## src/sv/pws_pkg.sv

```systemverilog
`timescale 1ns / 1ps

package pws_pkg;

    // Character codes used by the word rules.
    localparam logic [7:0] SPACE_CHAR  = 8'h20;
    localparam logic [7:0] LOWER_A     = 8'h61;
    localparam logic [7:0] LOWER_Z     = 8'h7a;
    localparam logic [7:0] CASE_OFFSET = 8'h20;
    localparam logic [7:0] CHAR_S      = 8'h53;
    localparam logic [7:0] CHAR_O      = 8'h4f;
    localparam logic [7:0] SOS_CODE    = 8'h5c;

    // Held word storage and the per-transaction result burst.
    localparam int HELD_DEPTH  = 3;
    localparam int BURST_DEPTH = 4;
    localparam int PAIR_COUNT  = 13;

    // Two-letter prosigns and their substitution codes.
    localparam logic [7:0] PAIR_FIRST [PAIR_COUNT] = '{
        8'h41, 8'h41, 8'h41, 8'h42, 8'h42, 8'h43, 8'h43,
        8'h44, 8'h48, 8'h4b, 8'h4b, 8'h53, 8'h53
    };
    localparam logic [7:0] PAIR_SECOND [PAIR_COUNT] = '{
        8'h41, 8'h52, 8'h53, 8'h4b, 8'h54, 8'h4c, 8'h54,
        8'h4f, 8'h48, 8'h41, 8'h4e, 8'h4b, 8'h4e
    };
    localparam logic [7:0] PAIR_CODE [PAIR_COUNT] = '{
        8'h7e, 8'h5e, 8'h3c, 8'h3e, 8'h5b, 8'h5d, 8'h7b,
        8'h7d, 8'h23, 8'h2a, 8'h24, 8'h7c, 8'h5f
    };

    typedef logic [HELD_DEPTH-1:0][7:0]  held_t;
    typedef logic [BURST_DEPTH-1:0][7:0] burst_bytes_t;

    // One input transaction.
    typedef struct packed {
        logic [7:0] in_byte;
        logic       message_end;
    } item_t;

    // One output transaction.
    typedef struct packed {
        logic [7:0] out_byte;
        logic       run_last;
        logic       out_message_end;
    } result_t;

    // Results produced by one input, handed from the word logic to the output side.
    typedef struct packed {
        burst_bytes_t bytes;
        logic [2:0]   count;
        logic         msg_end;
    } burst_t;

    // Outcome of closing a word: the bytes to send and how many there are.
    typedef struct packed {
        held_t      bytes;
        logic [1:0] count;
    } settle_t;

    // Closes the held word: SOS or a prosign collapses to one code, else release as is.
    function automatic settle_t settle_word(input logic [1:0] cnt, input held_t held);
        settle_t s;
        logic    hit;
        logic [7:0] code;
        hit  = 1'b0;
        code = '0;
        for (int i = 0; i < PAIR_COUNT; i++) begin
            if (held[0] == PAIR_FIRST[i] && held[1] == PAIR_SECOND[i]) begin
                hit  = 1'b1;
                code = PAIR_CODE[i];
            end
        end
        s.bytes = held;
        s.count = cnt;
        if (cnt == 2'd3 && held[0] == CHAR_S && held[1] == CHAR_O && held[2] == CHAR_S) begin
            s.bytes    = '0;
            s.bytes[0] = SOS_CODE;
            s.count    = 2'd1;
        end else if (cnt == 2'd2 && hit) begin
            s.bytes    = '0;
            s.bytes[0] = code;
            s.count    = 2'd1;
        end
        return s;
    endfunction

endpackage

```

## src/sv/pws_core.sv

```systemverilog
`timescale 1ns / 1ps

module pws_core (
    input  logic           clk,
    input  logic           rst_n,
    input  logic           take,
    input  pws_pkg::item_t item,
    output pws_pkg::burst_t burst
);
    import pws_pkg::*;

    held_t      held_reg;
    held_t      held_next;
    logic [1:0] cnt_reg;
    logic [1:0] cnt_next;
    logic       long_reg;
    logic       long_next;

    // Word rules for one byte: work out the results and the next word state.
    always_comb
    begin
        logic [7:0]   b;
        settle_t      s;
        burst_bytes_t bytes;
        logic [2:0]   n;
        b         = item.in_byte;
        s         = '0;
        bytes     = '0;
        n         = 3'd0;
        held_next = held_reg;
        cnt_next  = cnt_reg;
        long_next = long_reg;
        if (b >= LOWER_A && b <= LOWER_Z) begin
            b = b - CASE_OFFSET;
        end

        if (b == SPACE_CHAR) begin
            // A space closes the word, then goes out itself.
            s = settle_word(cnt_reg, held_reg);
            for (int i = 0; i < HELD_DEPTH; i++) begin
                if (i < int'(s.count)) begin
                    bytes[n[1:0]] = s.bytes[i];
                    n = n + 3'd1;
                end
            end
            bytes[n[1:0]] = b;
            n = n + 3'd1;
            cnt_next  = 2'd0;
            long_next = 1'b0;
        end else if (long_reg) begin
            // Past three bytes the word streams straight through.
            bytes[n[1:0]] = b;
            n = n + 3'd1;
        end else if (cnt_reg != 2'd3) begin
            held_next[cnt_reg] = b;
            cnt_next = cnt_reg + 2'd1;
        end else begin
            // A fourth byte releases the held three and marks the word as long.
            for (int i = 0; i < HELD_DEPTH; i++) begin
                bytes[n[1:0]] = held_reg[i];
                n = n + 3'd1;
            end
            bytes[n[1:0]] = b;
            n = n + 3'd1;
            cnt_next  = 2'd0;
            long_next = 1'b1;
        end

        // The message end closes whatever is still held and restarts the word state.
        if (item.message_end) begin
            s = settle_word(cnt_next, held_next);
            for (int i = 0; i < HELD_DEPTH; i++) begin
                if (i < int'(s.count)) begin
                    bytes[n[1:0]] = s.bytes[i];
                    n = n + 3'd1;
                end
            end
            cnt_next  = 2'd0;
            long_next = 1'b0;
        end

        burst.bytes   = bytes;
        burst.count   = n;
        burst.msg_end = item.message_end;
    end

    // Word state registers.
    always_ff @(posedge clk or negedge rst_n)
    begin
        if (!rst_n) begin
            cnt_reg  <= 2'd0;
            long_reg <= 1'b0;
        end else if (take) begin
            cnt_reg  <= cnt_next;
            long_reg <= long_next;
        end
    end

    // Held bytes carry no reset; only entries below the count are read.
    always_ff @(posedge clk)
    begin
        if (take) begin
            held_reg <= held_next;
        end
    end

endmodule

```

## src/sv/prosign_word_substituter_unit.sv

```systemverilog
`timescale 1ns / 1ps

// Prosign word substituter.
// Input channel (item_valid, item_stall, item): one text byte per transaction,
// with message_end set on the last byte of a message. Output channel
// (result_valid, result_stall, result): one rewritten byte per transaction.
// run_last marks the last result caused by an input byte; out_message_end
// marks the final result of a message. A byte that is only held back
// produces no result.
// A result caused by an accepted byte is registered in the burst and then in
// the output register before it is offered.
// Throughput: an input producing zero or one result is taken every cycle
// unless the receiver stalls; one producing more (at most four) holds the
// input while the single-result output register drains the result burst.
// Reset clears the word state, the burst and the output register, so the
// next byte starts a new message. When the receiver stalls, the offered
// result holds; once a result waits behind it in the burst, item_stall rises.
module prosign_word_substituter_unit (
    input  logic             clk,
    input  logic             rst_n,
    input  logic             item_valid,
    output logic             item_stall,
    input  pws_pkg::item_t   item,
    output logic             result_valid,
    input  logic             result_stall,
    output pws_pkg::result_t result
);
    import pws_pkg::*;

    burst_t       burst;
    burst_bytes_t burst_bytes_reg;
    logic [2:0]   burst_rem_reg;
    logic [2:0]   burst_rem_next;
    logic [1:0]   burst_idx_reg;
    logic [1:0]   burst_idx_next;
    logic         burst_end_reg;
    logic         out_valid_reg;
    result_t      out_data_reg;
    logic         take;
    logic         move;

    // A result moves to the output register when it is free or being emptied.
    assign move       = (burst_rem_reg != 3'd0) && (!out_valid_reg || !result_stall);
    assign item_stall = !((burst_rem_reg == 3'd0) || (burst_rem_reg == 3'd1 && move));
    assign take       = item_valid && !item_stall;

    pws_core u_core (
        .clk   (clk),
        .rst_n (rst_n),
        .take  (take),
        .item  (item),
        .burst (burst)
    );

    // Burst bookkeeping: load on a new transaction, step on each move.
    always_comb
    begin
        burst_rem_next = burst_rem_reg;
        burst_idx_next = burst_idx_reg;
        if (move) begin
            burst_rem_next = burst_rem_reg - 3'd1;
            burst_idx_next = burst_idx_reg + 2'd1;
        end
        if (take) begin
            burst_rem_next = burst.count;
            burst_idx_next = 2'd0;
        end
    end

    always_ff @(posedge clk or negedge rst_n)
    begin
        if (!rst_n) begin
            burst_rem_reg <= 3'd0;
            burst_idx_reg <= 2'd0;
        end else begin
            burst_rem_reg <= burst_rem_next;
            burst_idx_reg <= burst_idx_next;
        end
    end

    // Burst payload.
    always_ff @(posedge clk)
    begin
        if (take) begin
            burst_bytes_reg <= burst.bytes;
            burst_end_reg   <= burst.msg_end;
        end
    end

    // Output register.
    always_ff @(posedge clk or negedge rst_n)
    begin
        if (!rst_n) begin
            out_valid_reg <= 1'b0;
        end else if (move) begin
            out_valid_reg <= 1'b1;
        end else if (!result_stall) begin
            out_valid_reg <= 1'b0;
        end
    end

    always_ff @(posedge clk)
    begin
        if (move) begin
            out_data_reg.out_byte        <= burst_bytes_reg[burst_idx_reg];
            out_data_reg.run_last        <= (burst_rem_reg == 3'd1);
            out_data_reg.out_message_end <= (burst_rem_reg == 3'd1) && burst_end_reg;
        end
    end

    assign result_valid = out_valid_reg;
    assign result       = out_data_reg;

endmodule

```

## config.mk

```make
export PLATFORM = sky130hd
export DESIGN_NAME = prosign_word_substituter_unit
export DESIGN_NICKNAME = d
export VERILOG_FILES = /design/src/sv/pws_pkg.sv /design/src/sv/pws_core.sv /design/src/sv/prosign_word_substituter_unit.sv
export SDC_FILE = /design/constraint.sdc
export NUM_CORES = 1
export LEC_CHECK = 0
export BUFFER_PORTS_ARGS = -buffer_cell sky130_fd_sc_hd__buf_2
export CORE_ASPECT_RATIO = 1.5
export CORE_MARGIN = 10
export CORE_UTILIZATION = 30
export CTS_CLUSTER_SIZE = 24
export DETAILED_ROUTE_END_ITERATION = 6
export PLACE_DENSITY_LB_ADDON = 0.3
export SKIP_CTS_REPAIR_TIMING = 1
export SLEW_MARGIN = 20
export SYNTH_ARGS = -nofsm -noshare
export SYNTH_HDL_FRONTEND = slang
export SYNTH_SLANG_ARGS = --single-unit
```

## constraint.sdc

```tcl
create_clock -name clk -period 9.7 [get_ports clk]
set_clock_uncertainty 0.15 [all_clocks]
set_input_delay 1.94 -clock clk [delete_from_list [all_inputs] [get_ports clk]]
set_output_delay 1.94 -clock clk [all_outputs]
set_load 0.02 [all_outputs]
```

==> results of run 1 <==
-- final cells by class --
class | instances | area, um^2 | area share
clock buffer | 9 | 225.2 | 0.02817
clock inverter | 7 | 67.56 | 0.008452
inverter | 30 | 112.6 | 0.01409
multi-input combinational | 718 | 4721 | 0.5905
sequential | 76 | 2237 | 0.2799
tap | 324 | 405.4 | 0.05071
timing repair buffer | 38 | 225.2 | 0.02817
-- power by group --
| group | total [mW] | switching [mW] | internal, mW |
|---|---|---|---|
| registers | 0.614 | 0.109 | 0.505 |
| logic | 1.55 | 1.05 | 0.495 |
| clock network | 0.339 | 0.141 | 0.198 |
-- metal layers --
layer / wire [um] / track usage / vias up
li1: - / - / 3389
met1: 11620 / 0.2209 / 3714
met2: 16520 / 0.3664 / 450
met3: 2009 / 0.02907 / 146
met4: 2800 / 0.1659 / 0
met5: 0 / 0 / -
-- metrics by stage --
stage,instances,area [um^2],util,hold WS (ps)
6_report,1202,7994,0.3295,389.0
5_1_grt,1202,7994,0.3295,425.0
3_3_place_gp,1186,7701,0.3174,360.7
4_1_cts,1202,7994,0.3295,400.5
2_1_floorplan,888,7358,-,346.7
3_5_place_dp,1186,7701,0.3174,381.1
-- worst min-delay path, stage by stage, from the launching register on --
cell and delay [ps]:
dfrtp_1 380, nand2_1 80, nand2_1 50
-- logic make-up after synthesis --
logic type                 Yosys count  share of synthesized area
AOI/OAI and AO/OA                  275                     0.2610
xor gates and xnor gates            11                    0.01309
adders and majority gates           26                    0.04421
buffers and inverters               94                    0.05492
DFF                                 76                     0.3040
muxes                               24                    0.04965
and+or+nand+nor                    382                     0.2731
-- worst paths after layout --
kind,start,slack [ps],end
min reg2reg,result_valid,390,result_valid
min,result_valid,390,result_valid
max reg2reg,u_core.held_reg[4],2820,burst_bytes_reg[8]
max in group asynchronous,rst_n,7920,burst_idx_reg[1]
max,item[1],2550,burst_bytes_reg[23]
min in group asynchronous,rst_n,1290,u_core.long_reg
-- placed cells by master, fill, tap and decap left out, drive strengths merged, types with 10 or more instances in the layout --
cell | synthesis | final
o211ai | 11 | 11
a22oi | 13 | 13
a31oi | 17 | 17
nand2 | 112 | 112
and2 | 18 | 18
a21oi | 59 | 59
o21ai | 59 | 59
or3 | 11 | 11
edfxtp | 67 | 67
and3 | 19 | 19
nor4 | 18 | 18
ha | 26 | 26
buf | 18 | 38
nand4 | 15 | 15
o22ai | 16 | 16
nor3b | 10 | 10
inv | 30 | 30
nand3 | 40 | 40
nor2 | 64 | 64
nor3 | 22 | 22
==> reports/summary.txt, run 1 <==
First-pass GRT wire length: 49.13 mm
Wirelength per Cell: 27.41 um
Total global routing overflow: 0
Total GRT Usage: 0.2094
Share of cells above drive strength 1: 0.1162
Largest net degree at the start of global routing: 66
Post-synth top area cell: edfxtp_1
Most frequent cells after synthesis: nand2_1 (110), edfxtp_1 (67), nor2_1 (63)
Filler cells: 2,607
Synth Net Count: 927
Placer Congestion: 1.020
Reg clk slew, reported paths: 60 ps
Failing checks: design-rule violations
Synthesized area: 7358 um^2
Fin crit period: 7152 ps
Core box area: 24,260 um^2
Post-synth ARST share: 0.1184
Final #Nets: 912
Critical Path AT: 7020 ps
Area Overhead vs Synth: 8.638%
Bufs and invs on worst path: 2
Total power: 2.498 mW
Leak: 2.822 nW
Tightest Hold Check Type: register to register
DR vias: 7,699
Die Height: 211.8 um
IO Port Bufs: 24
Vias in the first global route: 7,544
CP Class: primary input to register
Unrepaired setup endpoints after global routing: no
Yosys top cell area share: 0.2734
Die width: 147.9 um
Area contributors post-synth: edfxtp_1 (27%), nand2_1 (5.6%), ha_1 (4.4%), a21oi_1 (3.9%), o21ai_0 (3.8%)
Vias per inst: 6.405
Crit path max-delay family: compound AO/OA/AOI/OAI gates
DRC: 4
Synth warn: 0
Final Max Slew Viols: 0
Number of flops mapped to enable cells by yosys: 67
CTS tree: yes
DPL Wire Length: 25.40 mm
CP Capture Type: register
Dpl ws: 2390 ps
Count leader, synth: nand2_1
Worst path depth: 16
Worst path max stage delay: 660 ps
# rows: 70
Ports: 25
Pre-antenna DRT Iters: 7
Setup_tns: 0 ps
Cells on Worst Hold Path: 2
Max-cap violations: 0
Mapped Cells: 888
Antenna Nets Post-Route: 0
Seq/Total Area, Yosys: 0.3040
Synth cell types: 93
Hold Vio Cnt, Final: 0
Reg2reg path depth: 20
Initial Util: 0.3033
Startpoint Class: primary input
Antenna violations before repair: 0
Final setup vio count: 0
PD cells: 312.5 nW/um^2
Number of diodes: 0
CP Cell Sequence: buf_2, or4b_4, o31ai_4, mux2i_1, nor4b_1, o21bai_2, a2111oi_4, o22a_1, nand2_1, xnor2_1, inv_1, ha_1, nand4_1, nor2_1, a32oi_1, o21ai_0
Clock Path Buffers: 2
Worst-path maximum fanout: 16
H-tree depth: 3
Final WL: 32.95 mm
#FFs+latches synth: 76
Worst setup margin: 2548 ps
Clock Sinks: 76
Slowest stage cell, crit path: or4b_4
Max Freq: 139.8 MHz
First DRT Iteration DRCs: 955
Die area: 31,320 um^2
Status: finished, violations left
CP required: 9570 ps
Peak VDD IR: 0.09716 mV
Max-slew headroom: 0.3575
Final worst path period share: 0.7373
Worst-margin pin slew: 953.7 ps
Max reg flops: 32
Total CTS buffers: 9
Clk_lat worst skew: 350 ps
Most used DFF post-synth: edfxtp_1
Post-synthesis area per instance: 8.286 um^2
CTS Root Cell: clkbuf_16
Power figures use the tool's default switching activity.
==> inputs of run 2 (changes only) <==
--- a/config.mk
+++ b/config.mk
@@ -5,6 +5,7 @@
 export SDC_FILE = /design/constraint.sdc
 export NUM_CORES = 1
 export LEC_CHECK = 0
+export ABC_AREA = 1
 export BUFFER_PORTS_ARGS = -buffer_cell sky130_fd_sc_hd__buf_2
 export CORE_ASPECT_RATIO = 1.5
 export CORE_MARGIN = 10
==> constraint.sdc (replaced) <==
create_clock -name clk -period 5.85 [get_ports clk]
set_clock_uncertainty 0.15 [all_clocks]
set_input_delay 1.17 -clock clk [delete_from_list [all_inputs] [get_ports clk]]
set_output_delay 1.17 -clock clk [all_outputs]
set_load 0.02 [all_outputs]
==> run 2 against run 1 <==
Compared with the run above:
- largest cell class unchanged
- worst hold slack worse by 18 ps
- global-route usage down 2.3 points
- sequential share of layout area down 1.5 points
- utilization up 0.89 points
- register-to-register slack worse by 2300 ps
- the flow now finishes without violations
- clock-buffer cell count unchanged
- critical path type is now register to register
- non-clock buffer count up 19
- total power up 67%
- first-iteration DRC count down 22%
==> reports/summary.txt, run 2 <==
Max-cap violations: 0
Max-slew headroom: 0.5429
Final Max Slew Viols: 0
Met1 Use GR: 0.1998
Count leader, synth: nand2_1
Wirelength per Cell: 19.23 um
Synthesized area: 7569 um^2
Synth warn: 0
First DRT Iteration DRCs: 748
Synth Area in Compound Gates: 0.1288
Antenna Nets Post-Route: 0
Most frequent cells after synthesis: nand2_1 (392), inv_1 (152), nor2_1 (147)
Final #Nets: 1,288
Critical Path AT: 5310 ps
Tightest Hold Check Type: register to register
Peak VDD IR: 0.1662 mV
Synth Area in Adders: 0.04298
CP Class: register to register
Met2 global-route usage: 0.3287
Area contributors post-synth: edfxtp_1 (27%), nand2_1 (19%), inv_1 (7.5%), nor2_1 (7.3%), nand3_1 (6.0%)
PD cells: 493.4 nW/um^2
DR vias: 8,241
Status: completed
Clk_lat worst skew: 360 ps
Max reg flops: 32
IO Port Bufs: 24
Vias per inst: 5.213
Synth cell types: 48
Pre-antenna DRT Iters: 6
Hold Vio Cnt, Final: 0
H-tree depth: 3
Total GRT Usage: 0.1862
Reg clk slew, reported paths: 70 ps
Number of flops mapped to enable cells by yosys: 67
Largest family of logic cells by synthesized area: simple AND/OR/NAND/NOR gates
Final worst path period share: 0.9174
Most Used Layer, Global Route: met2
Worst-path maximum fanout: 13
CTS tree: yes
Ports: 25
Post-synth ARST share: 0.1184
Number of diodes: 0
First-pass GRT wire length: 46.15 mm
# rows: 71
Mapped Cells: 1,218
Total CTS buffers: 9
Clock Path Buffers: 2
Cell area after placement: 8139 um^2
Fin crit period: 5367 ps
Most common cell after layout, fill and taps aside: nand2_1
DPL Wire Length: 24.67 mm
XOR/XNOR Fraction of Synth Area: 0.008101
Most frequent cells in the layout: nand2_1 (392), inv_1 (150), nor2_1 (146)
Seq/Total Area, Yosys: 0.2956
Synth Net Count: 1,257
Post-synth top area cell: edfxtp_1
Largest net degree at the start of global routing: 48
Total global routing overflow: 0
CP Capture Type: register
Clock Sinks: 76
Filler cells: 2,803
CTS Root Cell: clkbuf_16
Post-synthesis area per instance: 6.214 um^2
Leak: 4.186 nW
DRC: 0
Post-synthesis mux area share: 0
Die width: 149.7 um
Area Overhead vs Synth: 11.62%
Placer Congestion: 1.027
Die Height: 214.5 um
Slowest stage cell, crit path: edfxtp_1
Vias in the first global route: 8,102
WHS: 370.6 ps
Final WL: 30.41 mm
#FFs+latches synth: 76
Die area: 32,110 um^2
GRT met3 Usage: 0.02513
Worst-margin pin slew: 681.0 ps
Most used DFF post-synth: edfxtp_1
Yosys top cell area share: 0.2658
Startpoint Class: register
Post-route cell area: 8448 um^2
Final setup vio count: 0
Initial Util: 0.3032
Worst path max stage delay: 430 ps
Cell mode on critical path: nand2_1
Share of cells above drive strength 1: 0.1030
CP required: 5800 ps
Max Freq: 186.3 MHz
Antenna violations before repair: 0
Core box area: 24,960 um^2
Simple-Gate Fraction of Synth Area: 0.4153
run 2: worst max-delay path: cells and delay by family, from the launching register on:
| family | cells | cell delay (ps) |
|---|---|---|
| AO/OA/AOI/OAI | 3 | 560 |
| AND/OR/NAND/NOR | 15 | 2170 |
| buffers and inverters | 7 | 720 |
| flip-flops | 1 | 430 |
| adder cells (fa/ha/maj) | 4 | 1040 |
run 2: final timing paths:
kind	from	endpoint	slack [ps]	cells after the start
setup reg to reg	u_core.held_reg[15]	burst_bytes_reg[19]	480	29
min in group asynchronous	rst_n	u_core.cnt_reg[1]	500	1
max in group asynchronous	rst_n	burst_idx_reg[1]	4840	1
hold / removal	result_valid	result_valid	370	2
setup / recovery	u_core.held_reg[15]	burst_bytes_reg[19]	480	29
hold reg to reg	result_valid	result_valid	370	2
run 2: logic make-up after synthesis:
| logic type | Yosys count |
|---|---|
| compound gates | 176 |
| simple gates | 729 |
| fa+ha+maj | 26 |
| xor+xnor | 7 |
| buf+inv | 204 |
| flops | 76 |
run 2: layer usage:
metal,vias up,wire length [um]
met5,-,0
met4,0,1917
met3,101,1439
met2,301,15500
met1,3803,11550
li1,4036,-
run 2: stage by stage:
| stage | total power [mW] | utilization | TNS [ps] | worst slack, ps | instances |
|---|---|---|---|---|---|
| after floorplan | 2.766 | - | 0 | 829.8 | 1218 |
| after CTS | 4.135 | 0.3363 | 0 | 38.01 | 1580 |
| after detailed placement | 3.600 | 0.3260 | 0 | 67.28 | 1565 |
| after global placement | 3.608 | 0.3260 | 0 | 62.47 | 1565 |
| after global routing | 4.522 | 0.3384 | -15.25 | -7.898 | 1581 |
| final | 4.168 | 0.3384 | 0 | 483.2 | 1581 |
run 2: area by class of cell:
type / instances / area (um^2) / area share
tap: 328 / 410.4 / 0.04858
multi-input combinational: 938 / 4546 / 0.5381
clock inverter: 6 / 31.28 / 0.003703
sequential: 76 / 2237 / 0.2648
inverter: 167 / 630.6 / 0.07464
clock buffer: 9 / 225.2 / 0.02666
timing repair buffer: 57 / 367.9 / 0.04354
run 2: where the power goes:
part	internal, mW	total [mW]	switching, mW
clock network	0.281	0.521	0.240
registers	0.825	0.928	0.103
logic	0.777	2.72	1.94
total	1.88	4.17	2.28
